$ cat config.mk
export PLATFORM = sky130hd
export DESIGN_NAME = yuv422_to_rgb888_pixel_pair
export DESIGN_NICKNAME = d
export VERILOG_FILES = /design/src/hdl/y2r_pkg.sv /design/src/hdl/yuv422_to_rgb888_pixel_pair.sv /design/src/hdl/y2r_chroma_terms.sv /design/src/hdl/y2r_pixel_conv.sv
export SDC_FILE = /design/constraint.sdc
export NUM_CORES = 1
export LEC_CHECK = 0
export BUFFER_PORTS_ARGS = -buffer_cell sky130_fd_sc_hd__buf_2
export CAP_MARGIN = 20
export CORE_MARGIN = 1.5
export CORE_UTILIZATION = 60
export CTS_BUF_LIST = sky130_fd_sc_hd__clkbuf_4 sky130_fd_sc_hd__clkbuf_8
export DETAILED_ROUTE_END_ITERATION = 7
export PLACE_DENSITY_LB_ADDON = 0.12
export SLEW_MARGIN = 10
export SYNTH_ARGS = -nofsm -noshare
export SYNTH_HDL_FRONTEND = slang
export SYNTH_SLANG_ARGS = --single-unit
$ cat constraint.sdc
create_clock -name aclk -period 11.3 [get_ports aclk]
set_clock_uncertainty 0.2 [all_clocks]
set_input_delay 2.26 -clock aclk [delete_from_list [all_inputs] [get_ports aclk]]
set_output_delay 2.26 -clock aclk [all_outputs]
set_load 0.02 [all_outputs]
$ cat src/hdl/y2r_pkg.sv
`timescale 1ns / 1ps
// ----------------------------------------------------------------------------
// y2r_pkg
// Shared types and fixed-point constants for the YUV 4:2:2 to RGB888 block.
// ----------------------------------------------------------------------------
package y2r_pkg;

    localparam int FRAC_BITS = 14;
    localparam int ACC_W     = 25;   // holds every channel sum without overflow
    localparam int COEF_W    = 16;

    // 2.14 signed coefficients
    localparam logic signed [COEF_W-1:0] COEF_RV = 16'sd23061;  // 1.4075
    localparam logic signed [COEF_W-1:0] COEF_GU = 16'sd5661;   // 0.3455
    localparam logic signed [COEF_W-1:0] COEF_GV = 16'sd11746;  // 0.7169
    localparam logic signed [COEF_W-1:0] COEF_BU = 16'sd29147;  // 1.7790

    localparam logic [7:0] CHANNEL_MAX = 8'd255;

    // pixel_format codes
    localparam logic FMT_GRAY  = 1'b0;
    localparam logic FMT_COLOR = 1'b1;
    localparam logic FMT_RESET = FMT_COLOR;

    // chroma contributions shared by both pixels of a pair
    typedef struct packed {
        logic signed [ACC_W-1:0] r_term;
        logic signed [ACC_W-1:0] g_term;
        logic signed [ACC_W-1:0] b_term;
    } chroma_terms_t;

endpackage

$ cat src/hdl/yuv422_to_rgb888_pixel_pair.sv
`timescale 1ns / 1ps
// ----------------------------------------------------------------------------
// yuv422_to_rgb888_pixel_pair
// Converts one YUV 4:2:2 pixel pair per word into two packed RGB888 pixels.
// ----------------------------------------------------------------------------
// Usage:
//   s_* channel takes one pixel pair per word: two luma bytes, shared U and V,
//   and a frame-end mark. m_* channel returns the two packed pixels (red 23:16,
//   green 15:8, blue 7:0) with the frame-end mark alongside.
//   cfg_* channel writes pixel_format (0 gray, 1 colour); cfg_ready is always
//   high. Write it only while no words are in flight.
//   m_valid rises when the output register loads: the input register loads at
//   the accept edge, the output register from it when empty or being taken.
//   Throughput is one word per cycle while m_ready is high (two-stage register
//   pipeline); four constant multipliers are shared by both pixels of a pair.
//   Reset (aresetn low, synchronous) empties both stages and sets colour mode.
//   When m_ready is low the output word holds; an empty input stage still
//   takes one more word, after which s_ready drops until the output is taken.
// ----------------------------------------------------------------------------
module yuv422_to_rgb888_pixel_pair (
    input  logic        aclk,
    input  logic        aresetn,

    input  logic        cfg_valid,
    output logic        cfg_ready,
    input  logic        cfg_pixel_format,

    input  logic        s_valid,
    output logic        s_ready,
    input  logic [7:0]  s_luma_first,
    input  logic [7:0]  s_luma_second,
    input  logic [7:0]  s_chroma_u,
    input  logic [7:0]  s_chroma_v,
    input  logic        s_frame_end,

    output logic        m_valid,
    input  logic        m_ready,
    output logic [23:0] m_pixel_first,
    output logic [23:0] m_pixel_second,
    output logic        m_frame_end_out
);

    logic        fmt_reg;
    logic        in_valid_reg;
    logic [7:0]  luma_first_reg;
    logic [7:0]  luma_second_reg;
    logic [7:0]  chroma_u_reg;
    logic [7:0]  chroma_v_reg;
    logic        frame_end_reg;
    logic        out_valid_reg;
    logic [23:0] pixel_first_reg;
    logic [23:0] pixel_second_reg;
    logic        frame_end_out_reg;
    logic [23:0] pixel_first_next;
    logic [23:0] pixel_second_next;
    logic        out_load;
    logic        in_load;

    y2r_pkg::chroma_terms_t terms;

    assign cfg_ready = 1'b1;
    assign out_load  = in_valid_reg && (!out_valid_reg || m_ready);
    assign s_ready   = !in_valid_reg || out_load;
    assign in_load   = s_valid && s_ready;

    always_ff @(posedge aclk) begin
        if (!aresetn) begin
            fmt_reg <= y2r_pkg::FMT_RESET;
        end else if (cfg_valid) begin
            fmt_reg <= cfg_pixel_format;
        end
    end

    // input stage
    always_ff @(posedge aclk) begin
        if (!aresetn) begin
            in_valid_reg <= 1'b0;
        end else if (s_ready) begin
            in_valid_reg <= s_valid;
        end
    end

    always_ff @(posedge aclk) begin
        if (in_load) begin
            luma_first_reg  <= s_luma_first;
            luma_second_reg <= s_luma_second;
            chroma_u_reg    <= s_chroma_u;
            chroma_v_reg    <= s_chroma_v;
            frame_end_reg   <= s_frame_end;
        end
    end

    y2r_chroma_terms u_chroma (
        .chroma_u (chroma_u_reg),
        .chroma_v (chroma_v_reg),
        .terms    (terms)
    );

    y2r_pixel_conv u_conv_first (
        .pixel_format (fmt_reg),
        .luma         (luma_first_reg),
        .terms        (terms),
        .pixel        (pixel_first_next)
    );

    y2r_pixel_conv u_conv_second (
        .pixel_format (fmt_reg),
        .luma         (luma_second_reg),
        .terms        (terms),
        .pixel        (pixel_second_next)
    );

    // output stage
    always_ff @(posedge aclk) begin
        if (!aresetn) begin
            out_valid_reg <= 1'b0;
        end else if (!out_valid_reg || m_ready) begin
            out_valid_reg <= in_valid_reg;
        end
    end

    always_ff @(posedge aclk) begin
        if (out_load) begin
            pixel_first_reg   <= pixel_first_next;
            pixel_second_reg  <= pixel_second_next;
            frame_end_out_reg <= frame_end_reg;
        end
    end

    assign m_valid         = out_valid_reg;
    assign m_pixel_first   = pixel_first_reg;
    assign m_pixel_second  = pixel_second_reg;
    assign m_frame_end_out = frame_end_out_reg;

endmodule

$ cat src/hdl/y2r_chroma_terms.sv
`timescale 1ns / 1ps
// ----------------------------------------------------------------------------
// y2r_chroma_terms
// Removes the chroma offset and forms the coefficient products per channel.
// ----------------------------------------------------------------------------
module y2r_chroma_terms (
    input  logic [7:0]               chroma_u,
    input  logic [7:0]               chroma_v,
    output y2r_pkg::chroma_terms_t   terms
);

    logic signed [7:0]                      du;
    logic signed [7:0]                      dv;
    logic signed [y2r_pkg::COEF_W+7:0]      prod_rv;
    logic signed [y2r_pkg::COEF_W+7:0]      prod_gu;
    logic signed [y2r_pkg::COEF_W+7:0]      prod_gv;
    logic signed [y2r_pkg::COEF_W+7:0]      prod_bu;

    // x - 128 on a byte is just the top bit flipped, read as signed
    assign du = $signed({~chroma_u[7], chroma_u[6:0]});
    assign dv = $signed({~chroma_v[7], chroma_v[6:0]});

    assign prod_rv = y2r_pkg::COEF_RV * dv;
    assign prod_gu = y2r_pkg::COEF_GU * du;
    assign prod_gv = y2r_pkg::COEF_GV * dv;
    assign prod_bu = y2r_pkg::COEF_BU * du;

    always_comb begin
        terms.r_term = y2r_pkg::ACC_W'(prod_rv);
        terms.g_term = -y2r_pkg::ACC_W'(prod_gu) - y2r_pkg::ACC_W'(prod_gv);
        terms.b_term = y2r_pkg::ACC_W'(prod_bu);
    end

endmodule

$ cat src/hdl/y2r_pixel_conv.sv
`timescale 1ns / 1ps
// ----------------------------------------------------------------------------
// y2r_pixel_conv
// Adds luma to chroma terms, clamps each channel, packs a pixel (grey: luma).
// ----------------------------------------------------------------------------
module y2r_pixel_conv (
    input  logic                     pixel_format,
    input  logic [7:0]               luma,
    input  y2r_pkg::chroma_terms_t   terms,
    output logic [23:0]              pixel
);

    logic signed [y2r_pkg::ACC_W-1:0] base;
    logic signed [y2r_pkg::ACC_W-1:0] sum_r;
    logic signed [y2r_pkg::ACC_W-1:0] sum_g;
    logic signed [y2r_pkg::ACC_W-1:0] sum_b;
    logic [7:0]                       red;
    logic [7:0]                       green;
    logic [7:0]                       blue;

    function automatic logic [7:0] clamp_channel(input logic signed [y2r_pkg::ACC_W-1:0] acc);
        logic [y2r_pkg::ACC_W-y2r_pkg::FRAC_BITS-2:0] whole;
        logic [7:0]                                   res;
        whole = acc[y2r_pkg::ACC_W-2:y2r_pkg::FRAC_BITS];
        if (acc[y2r_pkg::ACC_W-1]) begin
            res = 8'd0;
        end else if (whole > y2r_pkg::CHANNEL_MAX) begin
            res = y2r_pkg::CHANNEL_MAX;
        end else begin
            res = whole[7:0];
        end
        return res;
    endfunction

    assign base  = $signed({{(y2r_pkg::ACC_W-8-y2r_pkg::FRAC_BITS){1'b0}}, luma,
                            {y2r_pkg::FRAC_BITS{1'b0}}});
    assign sum_r = base + terms.r_term;
    assign sum_g = base + terms.g_term;
    assign sum_b = base + terms.b_term;

    always_comb begin
        if (pixel_format == y2r_pkg::FMT_GRAY) begin
            red   = luma;
            green = luma;
            blue  = luma;
        end else begin
            red   = clamp_channel(sum_r);
            green = clamp_channel(sum_g);
            blue  = clamp_channel(sum_b);
        end
        pixel = {red, green, blue};
    end

endmodule

== Word-level counts from Yosys, hierarchy flattened ==
Index checks and enable logic that the tools add are counted.
W data, S select, Z words.

* Add/sub/neg operators: 8
* Multiply operators: 4
* Order comparisons: 6
* Muxes and demuxes: 18
* Bitwise gates (word level): 2
* Reductions and logical operators: 6

{| class="wikitable"
|+ Operator list
! kind !! number
|-
| $mux W8 || 18
|-
| $add A23 B24 Y25 || 4
|-
| $gt A10 B8 Y1 const B || 6
|-
| $add A23 B25 Y25 || 2
|-
| $mul A16 B8 Y24 const A || 2
|-
| $mul A14 B8 Y22 const A || 2
|-
| $neg A22 Y25 || 1
|-
| $sub A25 B23 Y25 || 1
|-
| $logic_and A1 B1 Y1 || 2
|-
| $logic_not A1 Y1 || 2
|-
| $logic_or A1 B1 Y1 || 2
|-
| $not A1 Y1 || 2
|}

* Bits in registers: 85
* Bits of input ports: 39
* Output and inout port bits: 52
* Logic and storage cells: 55

== Longest topological paths before layout ==
* Depth after elaboration: 9
* Gate-level depth with buffers: 46
* Depth with buffers taken out: 46

== Cells and area by module ==
A second synthesis with hierarchy kept.

* Cells, all modules: 1590
* Area total of the unflattened synthesis: 14928.1 µm²

{| class="wikitable"
|+ By module, submodules not included
! module !! times used !! cells an instance !! area each (µm²) !! sequential area each (µm²)
|-
| y2r_chroma_terms || 1 || 1049 || 9097.5 || 0.0
|-
| yuv422_to_rgb888_pixel_pair || 1 || 96 || 2611.3 || 2522.4
|-
| y2r_pixel_conv (u_conv_first) || 1 || 219 || 1675.4 || 0.0
|-
| y2r_pixel_conv (u_conv_second) || 1 || 226 || 1544.0 || 0.0
|}

== Worst setup path after synthesis ==
No wires, ideal clock.

* Kind: register to register
* Start point: register chroma_v_reg[5]
* End point: register pixel_second_reg[8] (netlist: m_pixel_second[8]), data pin
* Setup time: 0.255 ns
* Arrival: 9.695 ns
* Data required time: 10.845 ns
* Slack: 1.150 ns
* Cell stages (with the launch flop): 42
* Buffers on the path: 0
* Period minus slack after synthesis: 10.150 ns
* Cells stage by stage: edfxtp_1 > inv_1 > fa_1 > inv_1 > fa_1 > inv_1 > fa_1 > inv_1 > fa_1 > inv_1 > ha_1 > a21oi_1 > o21ai_0 > xor2_1 > ha_1 > fa_1 > fa_1 > inv_1 > [6 not listed] > a2bb2oi_1 > nand2_1 > and3_1 > nor3_1 > nor2b_1 > o21a_1 > nor2_1 > xnor2_1 > ha_1 > nor2_1 > nor2_1 > a31o_2 > a21oi_1 > xnor2_1 > a311o_1 > o31ai_2 > or2_1 > a31o_1

* Word-level cells in the longest chain between the ends: 7

{| class="wikitable"
|+ Ends and longest elaborated chain
! item !! RTL line !! text
|-
| start: declaration || yuv422_to_rgb888_pixel_pair.sv:48 || <nowiki>logic [7:0] chroma_v_reg;</nowiki>
|-
| start signal: assignment || yuv422_to_rgb888_pixel_pair.sv:88 || <nowiki>chroma_v_reg <= s_chroma_v;</nowiki>
|-
| $mul A14 B8 Y22 (*) || y2r_chroma_terms.sv:25 || <nowiki>assign prod_gv = y2r_pkg::COEF_GV * dv;</nowiki>
|-
| $sub A25 B23 Y25 (*) || y2r_chroma_terms.sv:30 || <nowiki>terms.g_term = -y2r_pkg::ACC_W'(prod_gu) - y2r_pkg::ACC_W'(prod_gv);</nowiki>
|-
| $add A23 B25 Y25 (*) || y2r_pixel_conv.sv:38 || <nowiki>assign sum_g = base + terms.g_term;</nowiki>
|-
| $gt A10 B8 Y1 || y2r_pixel_conv.sv:27 || <nowiki>end else if (whole > y2r_pkg::CHANNEL_MAX) begin</nowiki>
|-
| $mux W8 || y2r_pixel_conv.sv:27 ||
|-
| $mux W8 (*) || y2r_pixel_conv.sv:25 || <nowiki>if (acc[y2r_pkg::ACC_W-1]) begin</nowiki>
|-
| $mux W8 (*) || y2r_pixel_conv.sv:42 || <nowiki>if (pixel_format == y2r_pkg::FMT_GRAY) begin</nowiki>
|-
| via pixel_second_next[8] || yuv422_to_rgb888_pixel_pair.sv:55 || <nowiki>logic [23:0] pixel_second_next;</nowiki>
|-
| end signal: assignment || yuv422_to_rgb888_pixel_pair.sv:125 || <nowiki>pixel_second_reg <= pixel_second_next;</nowiki>
|-
| end: declaration || yuv422_to_rgb888_pixel_pair.sv:52 || <nowiki>logic [23:0] pixel_second_reg;</nowiki>
|}

The timed path passes the listed nets; every way through them passes the cells marked *.
A chain may end at the register's enable or synchronous reset.

== Worst setup path in the final report ==
* Start point: register chroma_v_reg[6]
* End point: register pixel_second_reg[8] (netlist: m_pixel_second[8]), data pin

Same word-level chain as after synthesis.

==> results.cfg <==
[cts]
clk_pin_slew_ps = 110
htreeDepth = 3
root_buffer = clkbuf_8
clkSinkCount = 85
clk_latency_ps = 390
cts.path.max_buffers = 2
cts_tree = done
cts_made_buffers = 9

[critical_path]
crit_type = flip-flop to flip-flop
crit_path_max_incr_delay_ps = 570
timing.rr.start = chroma_v_reg[6]$_DFFE_PP_
cp_slowest_cell = fa_1
cp.arrival_ps = 10620
r2r_cells = 41
path_max_fanout = 7
r2r-end = m_pixel_second[8]$_DFFE_PP_
cp.required_ps = 11240
ff2ff_setup_slack_ps = 620
cp-end-kind = flip-flop
start_kind = flip-flop

[sta]
fmax_mhz = 93.7
worst_pin_slew_ps = 921
report.final.slew_viol_count = 0
setup_viol = 0
hold_slack_ps = 224
finalCritPeriodShare_pct = 94.5
layout_min_cycle_time_ps = 10680
slew_headroom_pct = 38.1
hold_viol = 0

[placement]
io_buffers = 89
dp_cells = 1730
gp_congestion = 0.946
dpl_cell_area_sq_mm = 0.0140
dp_hpwl_um = 25400

[floorplan]
dieArea_sq_mm = 0.0229
die_x_um = 151
pin_count = 91
dieHeight_um = 151
start_util_pct = 60.8
core_area_sq_mm = 0.0218
rows = 54

[drt]
drc = 0
drt_iter0_markers = 451
dr.pass1.iters = 4
vias = 9787
drt_wl_total_um = 30300
wl_per_cell_um = 17.3
vias_per_cell = 5.59
final_antenna_net_count = 0

[synthesis]
async_reset_ff_share_pct = 0
synth.avg_cell_area_sq_um = 9.70
yosys.area.top_type_share_pct = 26.1
syn_nets = 1807
synth.area.top_cells = ha_1, fa_1, edfxtp_1
synth_edf_count = 82
yosysTopAreaCell = ha_1
syn-instance-count = 1363
synthesis.area_sq_mm = 0.0132
yosysWarnings = 0
yosys_most_used_dff = edfxtp_1
synth.distinct_cells = 65
ys_ff_latch = 85
yosysSeqAreaShare_pct = 19.1

[grt]
grt_max_degree = 50
grt_overflow = 0
first_global_vias = 9741
grt_use_total_pct = 27.7
grt_pass1_wl_um = 48300
antenna_found_initial = 0

[worst_hold_path]
min_from = frame_end_reg$_DFFE_PP_
hold_path_depth = 0
hp-class = flip-flop to flip-flop
min_to = m_frame_end_out$_DFFE_PP_

[cells_and_area]
area_growth_pct = 8.31
stdcell_area_sq_mm = 0.0143
instances_no_fill = 1751
n_antenna_cell = 0
drive_above_1_share_pct = 10.5
nets = 1910

[flow_run]
maxCapViolCount = 0

[run_status]
outcome = complete, no violations
==> cell usage after synthesis, types with 4 or more instances <==
| master | instances |
|---|---|
| inv_1 | 298 |
| ha_1 | 276 |
| fa_1 | 129 |
| edfxtp_1 | 82 |
| nor2_1 | 74 |
| a21oi_1 | 71 |
| o21ai_0 | 71 |
| xnor2_1 | 50 |
| nand2_1 | 35 |
| nor2b_1 | 31 |
| a21o_1 | 28 |
| nor3_1 | 25 |
| nand2b_1 | 15 |
| o21bai_1 | 15 |
| xor2_1 | 15 |
| nand3_1 | 10 |
| o31ai_2 | 10 |
| or2_2 | 10 |
| a21boi_0 | 8 |
| a31o_1 | 8 |
| a2bb2oi_1 | 7 |
| and2_1 | 7 |
| clkbuf_1 | 7 |
| o21a_1 | 7 |
| and3_1 | 5 |
| a31oi_1 | 4 |
| o22ai_1 | 4 |
| or3_1 | 4 |
==> repair_timing <==
item,4_1_cts,5_1_grt
endpoints found under the hold margin,0,0
endpoints found under the setup margin,0,16
buffers inserted,0,5
hold buffers,0,0
gates resized for setup,0,11
==> per-layer routing <==
metal / vias up / track usage, % / wire (um)
met5: - / 0 / 0
met4: 0 / 12.3 / 1280
met3: 70 / 3.35 / 1120
met2: 241 / 47.7 / 14600
met1: 4684 / 34.9 / 13300
li1: 4792 / - / -
==> layout make-up <==
| type | instances | area (sq um) |
|---|---|---|
| clock buffers | 10 | 138 |
| multi-input cells | 971 | 9610 |
| well taps | 280 | 350 |
| clock inverters | 6 | 51.3 |
| inverters | 298 | 1120 |
| repair buffers | 101 | 536 |
| flip-flops and latches | 85 | 2520 |
| fillers | 1860 | 7430 |
==> layout by cell type (no fill, tap or decap), types with 12 or more instances in the layout <==
| cell type | n |
|---|---|
| buf_2 | 89 |
| buf_4 | 12 |
| a21o_1 | 28 |
| xor2_1 | 14 |
| o21ai_0 | 70 |
| edfxtp_1 | 82 |
| nor2b_1 | 30 |
| ha_1 | 276 |
| inv_1 | 297 |
| a21oi_1 | 70 |
| nand2_1 | 35 |
| nor3_1 | 24 |
| xnor2_1 | 48 |
| nand2b_1 | 15 |
| o21bai_1 | 15 |
| fa_1 | 129 |
| nor2_1 | 74 |
==> worst max-delay path, delay by kind of cell, from the launching register on <==
| kind | cells | cell delay (ps) |
|---|---|---|
| xor+xnor | 3 | 500 |
| simple gates | 9 | 1330 |
| compound gates | 9 | 1840 |
| flops | 1 | 450 |
| fa+ha+maj | 12 | 5530 |
| buf+inv | 8 | 570 |
==> metrics by stage <==
step	setup WS (ps)	TNS, ps	utilization (%)
floorplan	1150	0	-
global placement	657	0	64.6
detailed placement	357	0	64.6
CTS	324	0	65.4
global route	-35.8	-69.0	65.9
finish	623	0	65.9
==> how the worst max path moves through the flow <==
stage,depth (start not counted),endpoint,from
floorplan,41,m_pixel_second[8]$_DFFE_PP_,chroma_v_reg[5]$_DFFE_PP_
finish,41,m_pixel_second[8]$_DFFE_PP_,chroma_v_reg[6]$_DFFE_PP_
CTS,38,m_pixel_second[15]$_DFFE_PP_,chroma_v_reg[6]$_DFFE_PP_
global route,42,m_pixel_second[15]$_DFFE_PP_,chroma_v_reg[6]$_DFFE_PP_
detailed placement,38,m_pixel_second[15]$_DFFE_PP_,chroma_v_reg[6]$_DFFE_PP_
global placement,37,m_pixel_second[12]$_DFFE_PP_,chroma_v_reg[6]$_DFFE_PP_
==> cells by family after synthesis <==
| kind of cell | count (synthesis) | synth area share [%] |
|---|---|---|
| other | 1 | 0.0283 |
| XOR/XNOR | 66 | 4.43 |
| AND/OR/NAND/NOR | 229 | 8.62 |
| flip-flops | 85 | 19.1 |
| adder cells (fa/ha/maj) | 408 | 45.9 |
| buffers and inverters | 307 | 8.75 |
| AO/OA/AOI/OAI | 267 | 13.3 |
Power is not shown: default switching activity piles up to over one toggle a cycle in this logic, so the estimate is an artifact.
